<file path="config.mk">
export PLATFORM = sky130hd
export DESIGN_NAME = positional_list_engine_top
export DESIGN_NICKNAME = d
export VERILOG_FILES = /design/src/design/pl_pkg.sv /design/src/design/pl_ctrl.sv /design/src/design/pl_datapath.sv /design/src/design/positional_list_engine_top.sv
export SDC_FILE = /design/constraint.sdc
export NUM_CORES = 2
export LEC_CHECK = 0
export BUFFER_PORTS_ARGS = -buffer_cell sky130_fd_sc_hd__buf_4
export CAP_MARGIN = 25
export CORE_ASPECT_RATIO = 0.9
export CORE_MARGIN = 1
export CORE_UTILIZATION = 41
export CTS_CLUSTER_DIAMETER = 60
export DETAILED_ROUTE_END_ITERATION = 16
export GPL_TIMING_DRIVEN = 0
export SLEW_MARGIN = 20
export SYNTH_ARGS = -nofsm -noshare
export SYNTH_HDL_FRONTEND = slang
export SYNTH_SLANG_ARGS = --single-unit
</file>
<file path="constraint.sdc">
create_clock -name clk_i -period 8.2 [get_ports clk_i]
set_input_delay 0.41 -clock clk_i [delete_from_list [all_inputs] [get_ports clk_i]]
set_output_delay 0.41 -clock clk_i [all_outputs]
set_load 0.1 [all_outputs]
</file>
<file path="src/design/pl_pkg.sv">
// package for the positional list engine: sizes, codes, item types and helpers
package pl_pkg;

  localparam int CAPACITY   = 32;
  localparam int DATA_WIDTH = 32;

  localparam int CMD_W  = 3;
  localparam int POS_W  = 6;
  localparam int WORD_W = 32;
  localparam int OCNT_W = 6;

  localparam int CNT_W = $clog2(CAPACITY + 1);
  localparam int IDX_W = $clog2(CAPACITY);
  localparam int CMP_W = (CNT_W > POS_W) ? CNT_W : POS_W;

  typedef enum logic [CMD_W-1:0] {
    CMD_INS_FRONT = 3'd0,
    CMD_INS_BACK  = 3'd1,
    CMD_INS_AT    = 3'd2,
    CMD_DEL_FRONT = 3'd3,
    CMD_DEL_BACK  = 3'd4,
    CMD_DEL_AT    = 3'd5,
    CMD_DUMP      = 3'd6
  } pl_cmd_e;

  typedef enum logic [1:0] {
    ST_OK     = 2'd0,
    ST_BADPOS = 2'd1,
    ST_FULL   = 2'd2,
    ST_EMPTY  = 2'd3
  } pl_status_e;

  typedef enum logic {
    S_IDLE = 1'b0,
    S_DUMP = 1'b1
  } pl_state_e;

  typedef struct packed {
    logic [CMD_W-1:0]         command;
    logic [POS_W-1:0]         position;
    logic signed [WORD_W-1:0] value;
  } pl_in_t;

  typedef struct packed {
    logic [1:0]               status;
    logic [OCNT_W-1:0]        item_count;
    logic                     has_value;
    logic signed [WORD_W-1:0] entry_value;
    logic                     last;
  } pl_out_t;

  // controller to datapath
  typedef struct packed {
    logic exec;
    logic step;
  } pl_ctl_t;

  // datapath to controller
  typedef struct packed {
    logic out_free;
    logic dump_more;
    logic step_last;
  } pl_sts_t;

  function automatic logic [DATA_WIDTH-1:0] to_data(input logic signed [WORD_W-1:0] w);
    return DATA_WIDTH'(w);
  endfunction

  function automatic logic signed [WORD_W-1:0] to_word(input logic [DATA_WIDTH-1:0] d);
    logic signed [DATA_WIDTH-1:0] s;
    s = signed'(d);
    return WORD_W'(s);
  endfunction

endpackage

</file>
<file path="src/design/pl_ctrl.sv">
// controller state machine: item acceptance and dump sequencing
module pl_ctrl import pl_pkg::*; (
  input  logic    clk_i,
  input  logic    rst_ni,
  input  logic    in_valid_i,
  output logic    in_stall_o,
  input  pl_sts_t sts_i,
  output pl_ctl_t ctl_o
);

  pl_state_e state_q, state_d;
  logic      accept;

  assign accept = in_valid_i && !in_stall_o;

  always_comb begin
    state_d = state_q;
    case (state_q)
      S_IDLE: begin
        if (accept && sts_i.dump_more) begin
          state_d = S_DUMP;
        end
      end
      S_DUMP: begin
        if (sts_i.out_free && sts_i.step_last) begin
          state_d = S_IDLE;
        end
      end
      default: state_d = S_IDLE;
    endcase
  end

  always_comb begin
    in_stall_o    = 1'b1;
    ctl_o.exec    = 1'b0;
    ctl_o.step    = 1'b0;
    case (state_q)
      S_IDLE: begin
        in_stall_o = !sts_i.out_free;
        ctl_o.exec = in_valid_i && sts_i.out_free;
      end
      S_DUMP: begin
        ctl_o.step = sts_i.out_free;
      end
      default: ;
    endcase
  end

  always_ff @(posedge clk_i or negedge rst_ni) begin
    if (!rst_ni) begin
      state_q <= S_IDLE;
    end else begin
      state_q <= state_d;
    end
  end

endmodule

</file>
<file path="src/design/pl_datapath.sv">
// datapath: shifting list cells, count, dump index and result register
module pl_datapath import pl_pkg::*; (
  input  logic    clk_i,
  input  logic    rst_ni,
  input  pl_ctl_t ctl_i,
  output pl_sts_t sts_o,
  input  pl_in_t  in_item_i,
  input  logic    out_stall_i,
  output logic    out_valid_o,
  output pl_out_t out_item_o
);

  logic [DATA_WIDTH-1:0] cells_q [CAPACITY];
  logic [CNT_W-1:0]      count_q, count_d;
  logic [IDX_W-1:0]      idx_q, idx_d;
  logic                  out_valid_q, out_valid_d;
  pl_out_t               out_q, out_d;

  logic [CMP_W-1:0]      count_w, pos_w, ins_pos, del_pos;
  logic                  is_ins, is_del, is_dump;
  logic                  ins_ok, del_ok;
  logic                  count_zero, count_full;
  pl_status_e            status;
  logic [DATA_WIDTH-1:0] new_data;

  assign count_w    = CMP_W'(count_q);
  assign pos_w      = CMP_W'(in_item_i.position);
  assign count_zero = (count_q == '0);
  assign count_full = (count_q == CNT_W'(CAPACITY));
  assign new_data   = to_data(in_item_i.value);

  always_comb begin
    is_ins  = 1'b0;
    is_del  = 1'b0;
    is_dump = 1'b0;
    ins_pos = '0;
    del_pos = '0;
    case (in_item_i.command)
      CMD_INS_FRONT: is_ins = 1'b1;
      CMD_INS_BACK: begin
        is_ins  = 1'b1;
        ins_pos = count_w;
      end
      CMD_INS_AT: begin
        is_ins  = 1'b1;
        ins_pos = pos_w;
      end
      CMD_DEL_FRONT: is_del = 1'b1;
      CMD_DEL_BACK: begin
        is_del  = 1'b1;
        del_pos = count_w - CMP_W'(1);
      end
      CMD_DEL_AT: begin
        is_del  = 1'b1;
        del_pos = pos_w;
      end
      CMD_DUMP: is_dump = 1'b1;
      default: ;
    endcase
  end

  always_comb begin
    status = ST_OK;
    ins_ok = 1'b0;
    del_ok = 1'b0;
    if (is_ins) begin
      if (ins_pos > count_w) begin
        status = ST_BADPOS;
      end else if (count_full) begin
        status = ST_FULL;
      end else begin
        ins_ok = 1'b1;
      end
    end
    if (is_del) begin
      if (count_zero) begin
        status = ST_EMPTY;
      end else if (del_pos >= count_w) begin
        status = ST_BADPOS;
      end else begin
        del_ok = 1'b1;
      end
    end
  end

  // every cell chooses between its neighbors, the new word or itself
  for (genvar i = 0; i < CAPACITY; i++) begin : g_cell
    always_ff @(posedge clk_i) begin
      if (ctl_i.exec && ins_ok) begin
        if (CMP_W'(i) == ins_pos) begin
          cells_q[i] <= new_data;
        end else if (CMP_W'(i) > ins_pos) begin
          if (i > 0) begin
            cells_q[i] <= cells_q[(i > 0) ? i - 1 : 0];
          end
        end
      end else if (ctl_i.exec && del_ok) begin
        if ((CMP_W'(i) >= del_pos) && (i < CAPACITY - 1)) begin
          cells_q[i] <= cells_q[(i < CAPACITY - 1) ? i + 1 : i];
        end
      end
    end
  end

  always_comb begin
    count_d = count_q;
    if (ctl_i.exec && ins_ok) begin
      count_d = count_q + CNT_W'(1);
    end else if (ctl_i.exec && del_ok) begin
      count_d = count_q - CNT_W'(1);
    end
  end

  always_comb begin
    idx_d = idx_q;
    if (ctl_i.exec) begin
      idx_d = IDX_W'(1);
    end else if (ctl_i.step) begin
      idx_d = idx_q + IDX_W'(1);
    end
  end

  assign sts_o.out_free  = !out_valid_q || !out_stall_i;
  assign sts_o.dump_more = is_dump && (count_q > CNT_W'(1));
  assign sts_o.step_last = ((CNT_W'(idx_q) + CNT_W'(1)) == count_q);

  always_comb begin
    out_d       = out_q;
    out_valid_d = out_valid_q && out_stall_i;
    if (ctl_i.exec) begin
      out_valid_d         = 1'b1;
      out_d.status        = status;
      out_d.item_count    = OCNT_W'(count_d);
      out_d.has_value     = 1'b0;
      out_d.entry_value   = '0;
      out_d.last          = 1'b1;
      if (is_dump && !count_zero) begin
        out_d.has_value   = 1'b1;
        out_d.entry_value = to_word(cells_q[0]);
        out_d.last        = (count_q == CNT_W'(1));
      end
    end else if (ctl_i.step) begin
      out_valid_d       = 1'b1;
      out_d.status      = ST_OK;
      out_d.item_count  = OCNT_W'(count_q);
      out_d.has_value   = 1'b1;
      out_d.entry_value = to_word(cells_q[idx_q]);
      out_d.last        = sts_o.step_last;
    end
  end

  always_ff @(posedge clk_i or negedge rst_ni) begin
    if (!rst_ni) begin
      count_q     <= '0;
      idx_q       <= '0;
      out_valid_q <= 1'b0;
    end else begin
      count_q     <= count_d;
      idx_q       <= idx_d;
      out_valid_q <= out_valid_d;
    end
  end

  always_ff @(posedge clk_i) begin
    out_q <= out_d;
  end

  assign out_valid_o = out_valid_q;
  assign out_item_o  = out_q;

endmodule

</file>
<file path="src/design/positional_list_engine_top.sv">
// top level of the positional list engine
//
// Keeps an ordered list of up to CAPACITY signed words. Each input item is a
// command: insert at front, back or position, delete at front, back or
// position, or dump. Both channels use valid and stall; an item moves at a
// clock edge with valid high and stall low.
// Insert and delete shift all list cells in parallel and give one result
// item, registered: it appears the cycle after acceptance, and a new item
// can be taken every cycle while results keep draining.
// A dump gives one result item per entry (one for an empty list), one per
// cycle from the cell array read port while the receiver does not stall;
// the final one marked last. No new item is taken until it is registered.
// When the receiver stalls, the result register holds and the input side
// stalls too. Reset empties the list and clears the result valid flag; no
// clearing pass is needed since only entries below the count are read.
module positional_list_engine_top import pl_pkg::*; (
  input  logic    clk_i,
  input  logic    rst_ni,
  input  logic    in_valid_i,
  output logic    in_stall_o,
  input  pl_in_t  in_item_i,
  output logic    out_valid_o,
  input  logic    out_stall_i,
  output pl_out_t out_item_o
);

  pl_ctl_t ctl;
  pl_sts_t sts;

  pl_ctrl u_ctrl (
    .clk_i      (clk_i),
    .rst_ni     (rst_ni),
    .in_valid_i (in_valid_i),
    .in_stall_o (in_stall_o),
    .sts_i      (sts),
    .ctl_o      (ctl)
  );

  pl_datapath u_datapath (
    .clk_i       (clk_i),
    .rst_ni      (rst_ni),
    .ctl_i       (ctl),
    .sts_o       (sts),
    .in_item_i   (in_item_i),
    .out_stall_i (out_stall_i),
    .out_valid_o (out_valid_o),
    .out_item_o  (out_item_o)
  );

endmodule

</file>
Yosys cells after proc, flatten, opt, wreduce, memory -nomap -nowiden. Memory sizes are Yosys's and may differ from the RTL's. Index checks and enable logic that the tools add are counted.

Bits of input ports: 45. Memories: 1. Bits in latches: 0. Memory bits (read-only): 0. Output and inout port bits: 44. Logic and storage cells: 641. Flip-flop bits (word level): 55. Bits in writable memories: 1024.

$lt $le $gt $ge: 65. Reductions and logical operators: 21. Bitwise operators: 63. Shifts and indexed selects: 0. Multiplexer cells: 438. Div/mod/pow operators: 0. Equality and inequality tests: 40. $add $sub $neg: 4. $mul: 0.

Memories: u_datapath.cells_q (depth 32, bits a word 32, read ports 33, clocked after Yosys merged registers in 0, wr ports 32, line pl_datapath.sv:13) `logic [DATA_WIDTH-1:0] cells_q [CAPACITY];`.

Operators with widths (count): $mux W32 (62); $mux W1 (360); $eq A5 B6 Y1 const A (16); $gt A5 B6 Y1 const A (16); $ge A5 B6 Y1 const A (15); $mux W42 (2); $or A1 B1 Y1 (62); $eq A4 B6 Y1 const A (8); $ge A4 B6 Y1 const A (8); $gt A4 B6 Y1 const A (8); $mux W34 (1); $eq A3 B6 Y1 const A (4); $ge A3 B6 Y1 const A (4); $gt A3 B6 Y1 const A (4); $pmux W6 S2 (2); $eq A2 B6 Y1 const A (2); $ge A1 B6 Y1 const A (2); $ge A2 B6 Y1 const A (2); $gt A2 B6 Y1 const A (2); $logic_not A6 Y1 (2); $mux W2 (6); $mux W6 (2); $mux W5 (2); $eq A3 B3 Y1 const B (3); other kinds (22) (36).

Logic depth before layout (Yosys ltp).
Depth in word-level cells: 11. Depth in mapped cells: 18. Mapped depth without buffers: 13.

Cells and area by module. Synthesis repeated with hierarchy kept, for this count alone.

Cell total of the unflattened synthesis: 5734. Area total of the unflattened synthesis: 64302.9 µm².

Modules (own cells, without submodules): pl_datapath (area an instance 64245.4 µm², times used 1, sequential area each 32311.0 µm², cells each 5727); pl_ctrl (area an instance 57.6 µm², times used 1, sequential area each 25.0 µm², cells each 7).

Least setup slack after synthesis. No wires, ideal clock.

Path type: input -> register. Start point: input in_item_i[38] in the netlist's numbering. End point: memory u_datapath.cells_q[20][0], enable pin. Library setup time: 0.466 ns. Data arrival time: 5.732 ns. Buffers on the path: 7. Cell stages on the path: 16. Data required time: 7.734 ns. Slack: 2.002 ns. Cell sequence: buf_4 -> nand3b_1 -> a21o_1 -> buf_2 -> inv_1 -> buf_2 -> clkbuf_1 -> clkbuf_1 -> ha_1 -> and4_1 -> o21a_1 -> a221oi_2 -> nand3_1 -> clkbuf_1 -> clkbuf_1 -> o21ai_0.

RTL lines: start: declaration (line positional_list_engine_top.sv:21) `input pl_in_t in_item_i,`; end: declaration (line pl_datapath.sv:13).

==> results_dict.tcl <==
set metrics [dict create \
    outcome "finished clean" \
    post-route-period-util_pct 90.99 \
    ioPinCount 89 \
    max-slew-margin-rel_pct 13.91 \
    cts_num_sinks 1079 \
    finalSetupViolCount 0 \
    worstPathMaxFanout 23 \
    synthTopCellsByArea "edfxtp_1 48%, mux2_2 18%, mux4_2 7.5%, mux2i_1 4.5%, a31oi_1 2.7%" \
    setup_ws_ns 0.7387 \
    ant_nets 0 \
    end_kind "flop" \
    core.rowCount 140 \
    tns_ns 0 \
    clockBufferDepth 3 \
    drive_above_1_share_pct 31.98 \
    design.final.nets 5724 \
    grt_remaining_overflow 0 \
    ys_warn_count 0 \
    cts_buffers 136 \
    worst_pin_slew_ns 1.283 \
    power_density_mw_per_mm2 283.4 \
    start_util_pct 41.37 \
    synthCells 5367 \
    numPortBuffers 87 \
    routed_via_density 6.692 \
    dpl.hpwl_um 219700 \
    hold_path.class "input pin to flop" \
    synthesis.nets 5428 \
    post-route-cell-area_mm2 0.07616 \
    synth_area_per_cell_um2 12.49 \
    area_delta_synth_final_pct 13.62 \
    grt_pass1_vias 51010 \
    min_path_cells 3 \
    dpl_worst_slack_ns 0.6912 \
    fill_cells 14600 \
    yosys-top-cells-count "1066 x edfxtp_1, 1043 x mux2_2, 470 x clkbuf_1, 312 x o21ai_0, 302 x nor3_1" \
    grt_pass1_wl_um 381800 \
    synth.top_cell.area_share_pct 47.76 \
    clk-insertion-delay-late_ns 0.79 \
    whs_ns 0.09130 \
    placed_area_mm2 0.07166 \
    fin_worst_skew_ns 0.02869 \
    ys_ff_latch 1079 \
    clkSlewWorstSetupHoldPaths_ns 0.06 \
    fp.dieArea_mm2 0.1651 \
    crit_required_ns 8.65 \
    die_h_um 385.6 \
    finalHoldViolations 0 \
    routabilityCongestion 1.003 \
    min_period_ns 7.461 \
    ctsRootBufferMaster "clkbuf_16" \
    ys_seq_area_share_pct 48.24 \
    synth.distinct_cells 71 \
    async_flop_share_pct 1.205 \
    r2r_cells 17 \
    leakage_nw 25.49 \
    synth_edf_count 1066 \
    ctsResizeCount 0 \
    cp-start-kind "flop" \
    die_x_um 428.2 \
    tritoncts "done" \
    drc 0 \
    peakVddDrop_v 0.0002275 \
    dr.pass1.iters 7 \
    post_cts_buffers 0 \
    wl_per_cell_um 34.52 \
    yosys.area.top_type "edfxtp_1" \
    cap_violations 0 \
    r2r_slack_ns 0.74 \
    htreeDepth 4 \
    yosysMostFrequentCell "edfxtp_1" \
    dr.first_iter.drc_count 7645 \
    grt.total_usage_pct 32.28 \
    clock.fmax_mhz 134.0 \
    critPathArrivalTime_ns 7.92 \
    totalWireLength_um 272600 \
    syn_area_mm2 0.06703 \
    grt_start_max_net_pins 43 \
    fp.coreArea_mm2 0.1620 \
    total_power_mw 21.58 \
    grt_setup_unrepaired "no" \
    antenna_found_initial 5 \
    vias 52840 \
    drv_slew 0 \
    synth_top_flop_cell "edfxtp_1" \
    worstSetupPathType "flop to flop" \
]
==> cell type report <==
type,count,area (um^2),share of cell area [%]
antenna,4,10.01,0.01314
buffer,627,2591,3.402
clock buffer,175,3720,4.884
clock inverter,63,598.1,0.7853
inverter,21,81.33,0.1068
multi-input combinational,3640,32300,42.42
sequential,1079,32340,42.46
tap,2130,2665,3.499
timing repair buffer,158,1853,2.433
==> stage by stage <==
| step | utilization [%] | cells |
|---|---|---|
| 2_1_floorplan | - | 5367 |
| 3_3_place_gp | 43.42 | 7584 |
| 3_5_place_dp | 44.23 | 7640 |
| 4_1_cts | 46.92 | 7883 |
| 5_1_grt | 47.00 | 7893 |
| 6_report | 47.00 | 7897 |
==> layer usage <==
metal	GRT usage [%]	routed length [um]	part of all wire (%)	vias up
met5	0	54	0.020	-
met4	13.69	12560	4.6	4
met3	8.895	30310	11	498
met2	47.81	117900	43	3297
met1	44.32	111800	41	27010
li1	-	-	-	22040
==> final timing paths <==
| kind | startpoint | endpoint |
|---|---|---|
| min | in_item_i[15] | u_datapath.cells_q[28][15] |
| max | u_datapath.count_q[2] | u_datapath.cells_q[0][4] |
| max in group asynchronous | rst_ni | u_datapath.count_q[4] |
| max reg2reg | u_datapath.count_q[2] | u_datapath.cells_q[0][4] |
| min reg2reg | u_ctrl.state_q | u_ctrl.state_q |
| min in group asynchronous | rst_ni | u_datapath.out_valid_o |
==> report_power, final <==
part           switching [mW]  internal (mW)  leakage [nW]  total [mW]
Sequential              0.360           6.89          9.84        7.25
Combinational            5.46           2.83          13.5        8.28
Clock                    2.56           3.49          2.10        6.05
Total                    8.38           13.2          25.5        21.6
==> layout by cell type, fill, tap and decap left out, types with 21 or more instances in the layout <==
| cell type | synthesis | layout |
|---|---|---|
| mux2_2 | 1043 | 1043 |
| nand3_1 | 271 | 271 |
| buf_4 | 2 | 94 |
| clkbuf_16 | 0 | 144 |
| nand2_1 | 172 | 151 |
| nor4_1 | 69 | 67 |
| buf_2 | 98 | 118 |
| a211oi_1 | 59 | 59 |
| a31oi_1 | 287 | 287 |
| mux2i_1 | 298 | 298 |
| clkinv_1 | 4 | 24 |
| nand2_2 | 0 | 21 |
| edfxtp_1 | 1066 | 1066 |
| o221ai_1 | 64 | 64 |
| buf_6 | 7 | 26 |
| mux2_1 | 58 | 58 |
| clkbuf_2 | 0 | 22 |
| o22ai_1 | 34 | 34 |
| mux2_4 | 29 | 29 |
| o21ai_0 | 312 | 303 |
| nor3_1 | 302 | 302 |
| buf_1 | 50 | 29 |
| buf_12 | 0 | 22 |
| a21oi_1 | 191 | 191 |
| mux4_2 | 224 | 224 |
| clkbuf_1 | 470 | 480 |
==> state kept, by name, summed over array words and instances, names as in the netlist <==
signal and flops:
u_datapath.count_q 6, u_ctrl.state_q 1, u_datapath.cells_q 1024, u_datapath.idx_q 5
u_datapath.out_item_o 42, u_datapath.out_valid_o 1
==> worst max-delay path: stages, from the launching register on <==
cell      delay (ns)
dfrtp_1         0.34
buf_6           0.16
nand3b_1        0.15
a21o_1          0.19
buf_2           0.24
inv_1           0.19
buf_2           0.32
clkbuf_1        0.64
clkbuf_2        0.63
ha_1            0.35
and4_1          0.22
o21a_1          0.14
a221oi_2        0.91
buf_2           0.43
nand4_1         0.85
clkbuf_1        0.60
nand2_2         0.44
buf_12          0.24
==> repair_timing <==
| action | CTS | global route |
|---|---|---|
| endpoints found under the hold margin | 16 | 0 |
| hold buffers | 5 | 0 |
| setup endpoints to repair | 0 | 0 |
==> logic make-up after synthesis <==
logic type	synth area share, %
mux	31.12
flops	48.24
compound gates	9.313
simple gates	6.925
buf+inv	3.901
fa+ha+maj	0.2987
xor+xnor	0.1960
No activity file was read; power rests on OpenSTA's default activity.
